File: config.mk
export PLATFORM = sky130hd
export DESIGN_NAME = eight_direction_polyline_plotter_unit_flat
export DESIGN_NICKNAME = d
export VERILOG_FILES = /design/src/rtl/edpp_pkg.sv /design/src/rtl/edpp_channels.sv /design/src/rtl/edpp_ctrl.sv /design/src/rtl/edpp_dpath.sv /design/src/rtl/eight_direction_polyline_plotter_unit.sv /design/src/flat_wrapper.sv
export SDC_FILE = /design/constraint.sdc
export NUM_CORES = 1
export LEC_CHECK = 0
export ABC_AREA = 1
export BUFFER_PORTS_ARGS = -buffer_cell sky130_fd_sc_hd__buf_2
export CORE_UTILIZATION = 65
export CTS_BUF_LIST = sky130_fd_sc_hd__clkbuf_8
export DETAILED_ROUTE_END_ITERATION = 10
export GPL_TIMING_DRIVEN = 0
export PLACE_DENSITY = 0.95
export SYNTH_ARGS = -nofsm -noshare
export SYNTH_HDL_FRONTEND = slang
export SYNTH_SLANG_ARGS = --single-unit
File: constraint.sdc
create_clock -name clk -period 7.3 [get_ports clk]
set_clock_uncertainty 0.2 [all_clocks]
set_input_delay 1.095 -clock clk [delete_from_list [all_inputs] [get_ports clk]]
set_output_delay 1.095 -clock clk [all_outputs]
set_load 0.005 [all_outputs]
File: src/rtl/edpp_pkg.sv
// shared types and constants for the eight-direction polyline plotter
// used by the channel interfaces, the controller, the datapath and the top level
`timescale 1ns / 1ps

package edpp_pkg;

    localparam int COORD_W = 6;   // vertex coordinate width
    localparam int CELL_W  = 4;   // emitted cell coordinate width
    localparam int GS_W    = 5;   // grid_size register width
    localparam int SIZE_W  = 7;   // effective grid size, holds up to 127

    localparam logic [GS_W-1:0] GS_RESET = 5'd16;

    // controller to datapath
    typedef struct packed {
        logic in_ready;
        logic emit;
    } edpp_cmd_t;

    // datapath to controller
    typedef struct packed {
        logic accepted;
        logic draw;
        logic out_free;
        logic cnt_zero;
    } edpp_sts_t;

endpackage

File: src/rtl/edpp_channels.sv
// valid/ready channel interfaces for vertex requests and cell requests
// depends on edpp_pkg for field widths
`timescale 1ns / 1ps

interface edpp_vertex_if;
    logic                           valid;
    logic                           ready;
    logic                           start_new;
    logic                           point_present;
    logic [edpp_pkg::COORD_W-1:0]   vertex_row;
    logic [edpp_pkg::COORD_W-1:0]   vertex_col;

    modport source (output valid, start_new, point_present, vertex_row, vertex_col,
                    input ready);
    modport sink   (input valid, start_new, point_present, vertex_row, vertex_col,
                    output ready);
endinterface

interface edpp_cell_if;
    logic                           valid;
    logic                           ready;
    logic [edpp_pkg::CELL_W-1:0]    cell_row;
    logic [edpp_pkg::CELL_W-1:0]    cell_col;
    logic                           last_cell;

    modport source (output valid, cell_row, cell_col, last_cell, input ready);
    modport sink   (input valid, cell_row, cell_col, last_cell, output ready);
endinterface

File: src/rtl/edpp_ctrl.sv
// controller: sequences vertex acceptance and one cell per cycle of segment drawing when the output register is free
// depends on edpp_pkg
`timescale 1ns / 1ps

module edpp_ctrl (
    input  logic                clk,
    input  logic                rst_n,
    input  edpp_pkg::edpp_sts_t sts,
    output edpp_pkg::edpp_cmd_t cmd
);
    import edpp_pkg::*;

    typedef enum logic [1:0] {
        ST_IDLE = 2'b01,
        ST_DRAW = 2'b10
    } state_t;

    state_t state_reg;
    state_t state_next;

    always_comb
    begin
        state_next   = state_reg;
        cmd.in_ready = 1'b0;
        cmd.emit     = 1'b0;
        unique case (state_reg)
            ST_IDLE:
            begin
                cmd.in_ready = 1'b1;
                if (sts.accepted && sts.draw)
                begin
                    state_next = ST_DRAW;
                end
            end
            ST_DRAW:
            begin
                cmd.emit = sts.out_free;
                // final cell of the segment goes out, back to taking vertices
                if (sts.out_free && sts.cnt_zero)
                begin
                    state_next = ST_IDLE;
                end
            end
            default:
            begin
                state_next = ST_IDLE;
            end
        endcase
    end

    always_ff @(posedge clk or negedge rst_n)
    begin
        if (!rst_n)
        begin
            state_reg <= ST_IDLE;
        end
        else
        begin
            state_reg <= state_next;
        end
    end

endmodule

File: src/rtl/edpp_dpath.sv
// datapath: path state, vertex checks, segment walker and output register
// depends on edpp_pkg and the channel interfaces
`timescale 1ns / 1ps

module edpp_dpath #(
    parameter int MAX_SIDE = 16
) (
    input  logic                        clk,
    input  logic                        rst_n,
    input  logic                        cfg_write,
    input  logic [edpp_pkg::GS_W-1:0]   cfg_data,
    edpp_vertex_if.sink                 vertex,
    edpp_cell_if.source                 cells,
    input  edpp_pkg::edpp_cmd_t         cmd,
    output edpp_pkg::edpp_sts_t         sts
);
    import edpp_pkg::*;

    localparam logic [SIZE_W-1:0] MAX_SIZE = SIZE_W'(MAX_SIDE);

    logic [GS_W-1:0]    grid_size_reg;
    logic [COORD_W-1:0] prev_row_reg, prev_row_next;
    logic [COORD_W-1:0] prev_col_reg, prev_col_next;
    logic               have_prev_reg, have_prev_next;
    logic               stopped_reg, stopped_next;

    logic [COORD_W-1:0] walk_row_reg, walk_col_reg;
    logic [COORD_W-1:0] cnt_reg;
    logic               row_inc_reg, row_dec_reg, col_inc_reg, col_dec_reg;

    logic               out_valid_reg;
    logic [CELL_W-1:0]  out_row_reg, out_col_reg;
    logic               out_last_reg;

    logic [SIZE_W-1:0]  size_eff;
    logic               accepted;
    logic               bad_vertex;
    logic               prev_bad;
    logic signed [COORD_W:0] dr, dc;
    logic [COORD_W-1:0] adr, adc, seg_len;
    logic               aligned;
    logic               draw;

    always_comb
    begin
        priority if (grid_size_reg == '0)
            size_eff = SIZE_W'(1);
        else if ({2'b00, grid_size_reg} > MAX_SIZE)
            size_eff = MAX_SIZE;
        else
            size_eff = {2'b00, grid_size_reg};
    end

    assign accepted   = vertex.valid && cmd.in_ready;
    assign bad_vertex = !vertex.point_present
                        || ({1'b0, vertex.vertex_row} >= size_eff)
                        || ({1'b0, vertex.vertex_col} >= size_eff);
    assign prev_bad   = ({1'b0, prev_row_reg} >= size_eff)
                        || ({1'b0, prev_col_reg} >= size_eff);

    assign dr  = $signed({1'b0, vertex.vertex_row}) - $signed({1'b0, prev_row_reg});
    assign dc  = $signed({1'b0, vertex.vertex_col}) - $signed({1'b0, prev_col_reg});
    assign adr = dr[COORD_W] ? COORD_W'(-dr) : dr[COORD_W-1:0];
    assign adc = dc[COORD_W] ? COORD_W'(-dc) : dc[COORD_W-1:0];
    assign aligned = (dr == '0) || (dc == '0) || (adr == adc);
    assign seg_len = (adc > adr) ? adc : adr;

    // path state update for one accepted vertex
    always_comb
    begin
        prev_row_next  = prev_row_reg;
        prev_col_next  = prev_col_reg;
        have_prev_next = have_prev_reg;
        stopped_next   = stopped_reg;
        draw           = 1'b0;
        if (vertex.start_new || !stopped_reg)
        begin
            priority if (bad_vertex)
            begin
                stopped_next   = 1'b1;
                have_prev_next = 1'b0;
            end
            else if (vertex.start_new || !have_prev_reg)
            begin
                prev_row_next  = vertex.vertex_row;
                prev_col_next  = vertex.vertex_col;
                have_prev_next = 1'b1;
                stopped_next   = 1'b0;
            end
            else if (prev_bad || !aligned)
            begin
                stopped_next   = 1'b1;
                have_prev_next = 1'b0;
            end
            else
            begin
                prev_row_next = vertex.vertex_row;
                prev_col_next = vertex.vertex_col;
                draw          = 1'b1;
            end
        end
    end

    always_ff @(posedge clk or negedge rst_n)
    begin
        if (!rst_n)
        begin
            grid_size_reg <= GS_RESET;
            prev_row_reg  <= '0;
            prev_col_reg  <= '0;
            have_prev_reg <= 1'b0;
            stopped_reg   <= 1'b0;
            out_valid_reg <= 1'b0;
        end
        else
        begin
            if (cfg_write)
            begin
                grid_size_reg <= cfg_data;
            end
            if (accepted)
            begin
                prev_row_reg  <= prev_row_next;
                prev_col_reg  <= prev_col_next;
                have_prev_reg <= have_prev_next;
                stopped_reg   <= stopped_next;
            end
            if (cmd.emit)
            begin
                out_valid_reg <= 1'b1;
            end
            else if (cells.ready)
            begin
                out_valid_reg <= 1'b0;
            end
        end
    end

    // segment walker starts at the previous vertex and steps toward the new one
    always_ff @(posedge clk)
    begin
        if (accepted && draw)
        begin
            walk_row_reg <= prev_row_reg;
            walk_col_reg <= prev_col_reg;
            cnt_reg      <= seg_len;
            row_inc_reg  <= !dr[COORD_W] && (dr != '0);
            row_dec_reg  <= dr[COORD_W];
            col_inc_reg  <= !dc[COORD_W] && (dc != '0);
            col_dec_reg  <= dc[COORD_W];
        end
        else if (cmd.emit)
        begin
            walk_row_reg <= row_inc_reg ? walk_row_reg + 1'b1
                          : (row_dec_reg ? walk_row_reg - 1'b1 : walk_row_reg);
            walk_col_reg <= col_inc_reg ? walk_col_reg + 1'b1
                          : (col_dec_reg ? walk_col_reg - 1'b1 : walk_col_reg);
            cnt_reg      <= cnt_reg - 1'b1;
        end
        if (cmd.emit)
        begin
            out_row_reg  <= walk_row_reg[CELL_W-1:0];
            out_col_reg  <= walk_col_reg[CELL_W-1:0];
            out_last_reg <= (cnt_reg == '0);
        end
    end

    assign vertex.ready    = cmd.in_ready;
    assign cells.valid     = out_valid_reg;
    assign cells.cell_row  = out_row_reg;
    assign cells.cell_col  = out_col_reg;
    assign cells.last_cell = out_last_reg;

    assign sts.accepted = accepted;
    assign sts.draw     = draw;
    assign sts.out_free = !out_valid_reg || cells.ready;
    assign sts.cnt_zero = (cnt_reg == '0);

endmodule

File: src/rtl/eight_direction_polyline_plotter_unit.sv
// top level of the eight-direction polyline plotter
// depends on edpp_pkg, the channel interfaces, edpp_ctrl and edpp_dpath
`timescale 1ns / 1ps

// Usage:
// vertex channel (sink): one request per path vertex with start_new, point_present,
// vertex_row and vertex_col. The first vertex of a path is only stored.
// cells channel (source): for each later vertex, one request per grid cell from the
// previous vertex to this one, both ends included; last_cell marks the final one.
// cfg_write/cfg_data write grid_size; write it only while the block is idle.
// While a segment is drawn, vertex.ready stays low and the walker puts one
// cell a cycle into the output register whenever that register is free or being
// emptied; vertices that draw nothing leave vertex.ready high. A segment's first
// cell is loaded after the controller has entered its draw state.
// The output register lets the next vertex be taken while the last cell waits.
// With it full and cells.ready low the walker holds; no cell is lost or repeated.
// Reset: grid_size returns to 16, no path is held, the output register empties.
module eight_direction_polyline_plotter_unit #(
    parameter int MAX_SIDE = 16
) (
    input  logic                        clk,
    input  logic                        rst_n,
    input  logic                        cfg_write,
    input  logic [edpp_pkg::GS_W-1:0]   cfg_data,
    edpp_vertex_if.sink                 vertex,
    edpp_cell_if.source                 cells
);
    import edpp_pkg::*;

    edpp_cmd_t cmd;
    edpp_sts_t sts;

    edpp_ctrl u_ctrl (
        .clk   (clk),
        .rst_n (rst_n),
        .sts   (sts),
        .cmd   (cmd)
    );

    edpp_dpath #(
        .MAX_SIDE (MAX_SIDE)
    ) u_dpath (
        .clk       (clk),
        .rst_n     (rst_n),
        .cfg_write (cfg_write),
        .cfg_data  (cfg_data),
        .vertex    (vertex),
        .cells     (cells),
        .cmd       (cmd),
        .sts       (sts)
    );

endmodule

File: src/flat_wrapper.sv
// flat-port wrapper written by rule: the top's interface ports become plain ports
module eight_direction_polyline_plotter_unit_flat import edpp_pkg::*;
#(
    parameter int MAX_SIDE = 16
)
  (clk, rst_n, cfg_write, cfg_data, vertex_valid, vertex_start_new, vertex_point_present, vertex_vertex_row, vertex_vertex_col, vertex_ready, cells_valid, cells_cell_row, cells_cell_col, cells_last_cell, cells_ready);
  edpp_vertex_if vertex_i ();
  edpp_cell_if cells_i ();
  input  logic clk;
  input  logic rst_n;
  input  logic cfg_write;
  input  logic [edpp_pkg::GS_W-1:0] cfg_data;
  input wire logic [$bits(vertex_i.valid)-1:0] vertex_valid;
  input wire logic [$bits(vertex_i.start_new)-1:0] vertex_start_new;
  input wire logic [$bits(vertex_i.point_present)-1:0] vertex_point_present;
  input wire logic [$bits(vertex_i.vertex_row)-1:0] vertex_vertex_row;
  input wire logic [$bits(vertex_i.vertex_col)-1:0] vertex_vertex_col;
  output wire logic [$bits(vertex_i.ready)-1:0] vertex_ready;
  output wire logic [$bits(cells_i.valid)-1:0] cells_valid;
  output wire logic [$bits(cells_i.cell_row)-1:0] cells_cell_row;
  output wire logic [$bits(cells_i.cell_col)-1:0] cells_cell_col;
  output wire logic [$bits(cells_i.last_cell)-1:0] cells_last_cell;
  input wire logic [$bits(cells_i.ready)-1:0] cells_ready;
  assign vertex_i.valid = vertex_valid;
  assign vertex_i.start_new = vertex_start_new;
  assign vertex_i.point_present = vertex_point_present;
  assign vertex_i.vertex_row = vertex_vertex_row;
  assign vertex_i.vertex_col = vertex_vertex_col;
  assign vertex_ready = vertex_i.ready;
  assign cells_valid = cells_i.valid;
  assign cells_cell_row = cells_i.cell_row;
  assign cells_cell_col = cells_i.cell_col;
  assign cells_last_cell = cells_i.last_cell;
  assign cells_i.ready = cells_ready;
  eight_direction_polyline_plotter_unit #(.MAX_SIDE(MAX_SIDE)) u_core (.clk(clk), .rst_n(rst_n), .cfg_write(cfg_write), .cfg_data(cfg_data), .vertex(vertex_i), .cells(cells_i));
endmodule
==> flow_summary.yaml <==
setup_path:
  critPathSlowestCell: "fa_1"
  startpoint_type: "primary input"
  crit_chain: "buf_2 > inv_1 > ha_1 > inv_1 > fa_1 > nand3_1 > nand2_1 > nand2_1 > nand2_1 > inv_1 > nand4_1 > nand2_1 > xor2_1 > inv_1 > ha_1 > nand2_1 > nor2_1 > nand3_1 > nand3_4 > nand4_4 > buf_4 > nand2_1"
  end_kind: "register"
  crit_arrival_ns: 4.36
  critical-path-max-stage-delay_ns: 0.44
  critical_path_peak_fanout: 10
  critical_path.top_delay_family: "simple AND/OR/NAND/NOR gates"
  critPathBufInv: 6
  timing_worst_setup_path_type: "in2reg"
  crit_path_frequent_cell: "nand2_1"
  crit_required_ns: 7.11
synthesis:
  synth_seq_cells: 49
  syn_inst: 474
  synth_area_leaders: "edfxtp_1 21%, ha_1 15%, dfrtp_1 13%"
  synth_most_common_cell: "nand2_1"
  ys_top_cells_by_count: "126 x nand2_1, 74 x inv_1, 46 x ha_1"
  synth_area_um2: 3850
  syn-num-nets: 548
  synthFlopType: "edfxtp_1"
  yosysTopAreaCellShare: 0.211
  syn_area_per_cell_um2: 8.12
  yosysSeqAreaShare: 0.354
  yosys.area.top_type: "edfxtp_1"
  ys_types: 35
  synth_edf_count: 27
  synth-async-reset-ratio: 0.449
  ys_warn_count: 0
cts:
  cts_hold_buf: 0
  cts.repair.resized: 0
  htree_levels: 2
  cts_tree: "done"
  clock_path_buffers: 2
  numClockSinks: 49
  root_buffer: "clkbuf_8"
  clk_latency_ns: 0.32
  post_cts_buffers: 0
  clk_pin_slew_ns: 0.09
  cts_made_buffers: 5
die:
  ioPinCount: 35
  placementRows: 27
  dieArea_um2: 6230
  start_util: 0.686
  core_area_um2: 5610
  die_h_um: 79.0
  die_x_um: 79.0
pwr:
  leakage_nw: 2.13
  power.switching_uw: 463
  internal_power_uw: 639
  switching_share: 0.420
  pwr-share-clk: 0.213
  powerDensity_nw_per_um2: 260
  vdd_drop_max_v: 0.000132
  seqPwrFrac: 0.304
  p_comb_frac: 0.483
sta:
  fin_hold_ws_ns: 0.278
  rsz0062_at_grt: "false"
  relSlewSlack: 0.669
  finalHoldViolations: 0
  worst_pin_slew_ns: 0.496
  setup-violations-final: 0
  final.setup.worst_slack_ns: 2.74
  finalCriticalPeriod_ns: 4.56
  fmax_mhz: 220
  timing.final.crit_share: 0.624
  slew_viol_final: 0
  fin_tns_setup_ns: 0
global_routing:
  first_global_vias: 3292
  grt_max_degree: 23
  grt_first_pass_wirelength_um: 14400
  grt_overflow_total: 0
  antenna_found_initial: 0
  track_usage: 0.299
routing:
  viasPerCell: 5.84
  drt_iter0_markers: 239
  ant_nets: 0
  firstDrtPassIters: 5
  vias: 3430
  wirelength_um: 8740
  drc: 0
  post_drt_wl_per_cell_um: 14.9
final_layout:
  final_nets: 588
  multi_input_area_um2: 2150
  finalCoreUtilization: 0.756
  register_area_um2: 1360
  layout-drive-gt1-share: 0.132
  area_growth_pct: 10.1
  instances_no_fill: 587
  nFillCells: 422
  diodes: 0
place:
  dp.cells: 579
  gp_congestion: 0.894
  post-place-ws_ns: 2.53
  place.port_buffers: 33
  hpwl_um: 6590
min_path:
  hold_class: "reg2reg"
run_status:
  outcome: "complete, no violations"
run:
  cap_violations: 0
==> final timing paths <==
path	from	slack, ns	endpoint	cells after the start
min reg2reg	u_core.u_dpath.walk_col_reg[2]	0.28	u_core.u_dpath.cells.cell_col[2]	0
max reg2reg	u_core.u_dpath.prev_row_reg[2]	3.23	u_core.u_dpath.cnt_reg[0]	18
max in group asynchronous	rst_n	6.02	u_core.u_dpath.grid_size_reg[4]	1
min	u_core.u_dpath.walk_col_reg[2]	0.28	u_core.u_dpath.cells.cell_col[2]	0
min in group asynchronous	rst_n	0.52	u_core.u_dpath.prev_row_reg[4]	1
max	vertex_vertex_row[0]	2.74	u_core.u_dpath.cnt_reg[0]	22
==> per-stage QoR <==
step / total power [mW] / cell area [um2]
6_report: 1.10 / 4240
5_1_grt: 1.18 / 4240
4_1_cts: 1.09 / 4240
3_5_place_dp: 0.848 / 4100
3_3_place_gp: 0.816 / 4100
2_1_floorplan: 0.735 / 3850
==> final cells by class <==
type | instances | share of cell area
clock buffers | 5 | 0.0162
inverters | 75 | 0.0664
well taps | 72 | 0.0213
flip-flops and latches | 49 | 0.322
plain buffers | 7 | 0.0115
repair buffers | 33 | 0.0390
clock inverters | 3 | 0.0154
multi-input cells | 343 | 0.508
==> routing by layer <==
layer,vias to the layer above,track usage,share of wire
li1,1648,-,-
met1,1598,0.334,0.39
met2,143,0.559,0.51
met3,41,0.0437,0.052
met4,0,0.131,0.038
met5,-,0,0
==> power by group through the flow <==
stage          Clock [mW]  Combinational (mW)  Sequential, mW
4_1_cts             0.233               0.521           0.334
6_report            0.234               0.533           0.335
2_1_floorplan           0               0.405           0.331
3_3_place_gp            0               0.478           0.337
3_5_place_dp            0               0.509           0.339
5_1_grt             0.243               0.599           0.338
==> logic make-up after synthesis <==
logic type / after synthesis / share of synthesized area
XOR/XNOR: 18 / 0.0410
flip-flops: 49 / 0.354
adder cells (fa/ha/maj): 50 / 0.170
AND/OR/NAND/NOR: 222 / 0.271
buffers and inverters: 82 / 0.0858
AO/OA/AOI/OAI: 53 / 0.0774
==> cell usage in the layout, fill, tap and decap left out, types with 4 or more instances in the layout <==
cell type	instances
a21oi_1	20
buf_2	33
clkbuf_8	5
dfrtp_1	20
edfxtp_1	27
fa_1	4
ha_1	46
inv_1	74
nand2_1	126
nand3_1	23
nand3b_1	5
nand4_1	24
nor2_1	24
nor3_1	4
o21ai_0	21
o21ai_2	6
xnor2_1	8
xor2_1	10
Power figures use the tool's default switching activity.
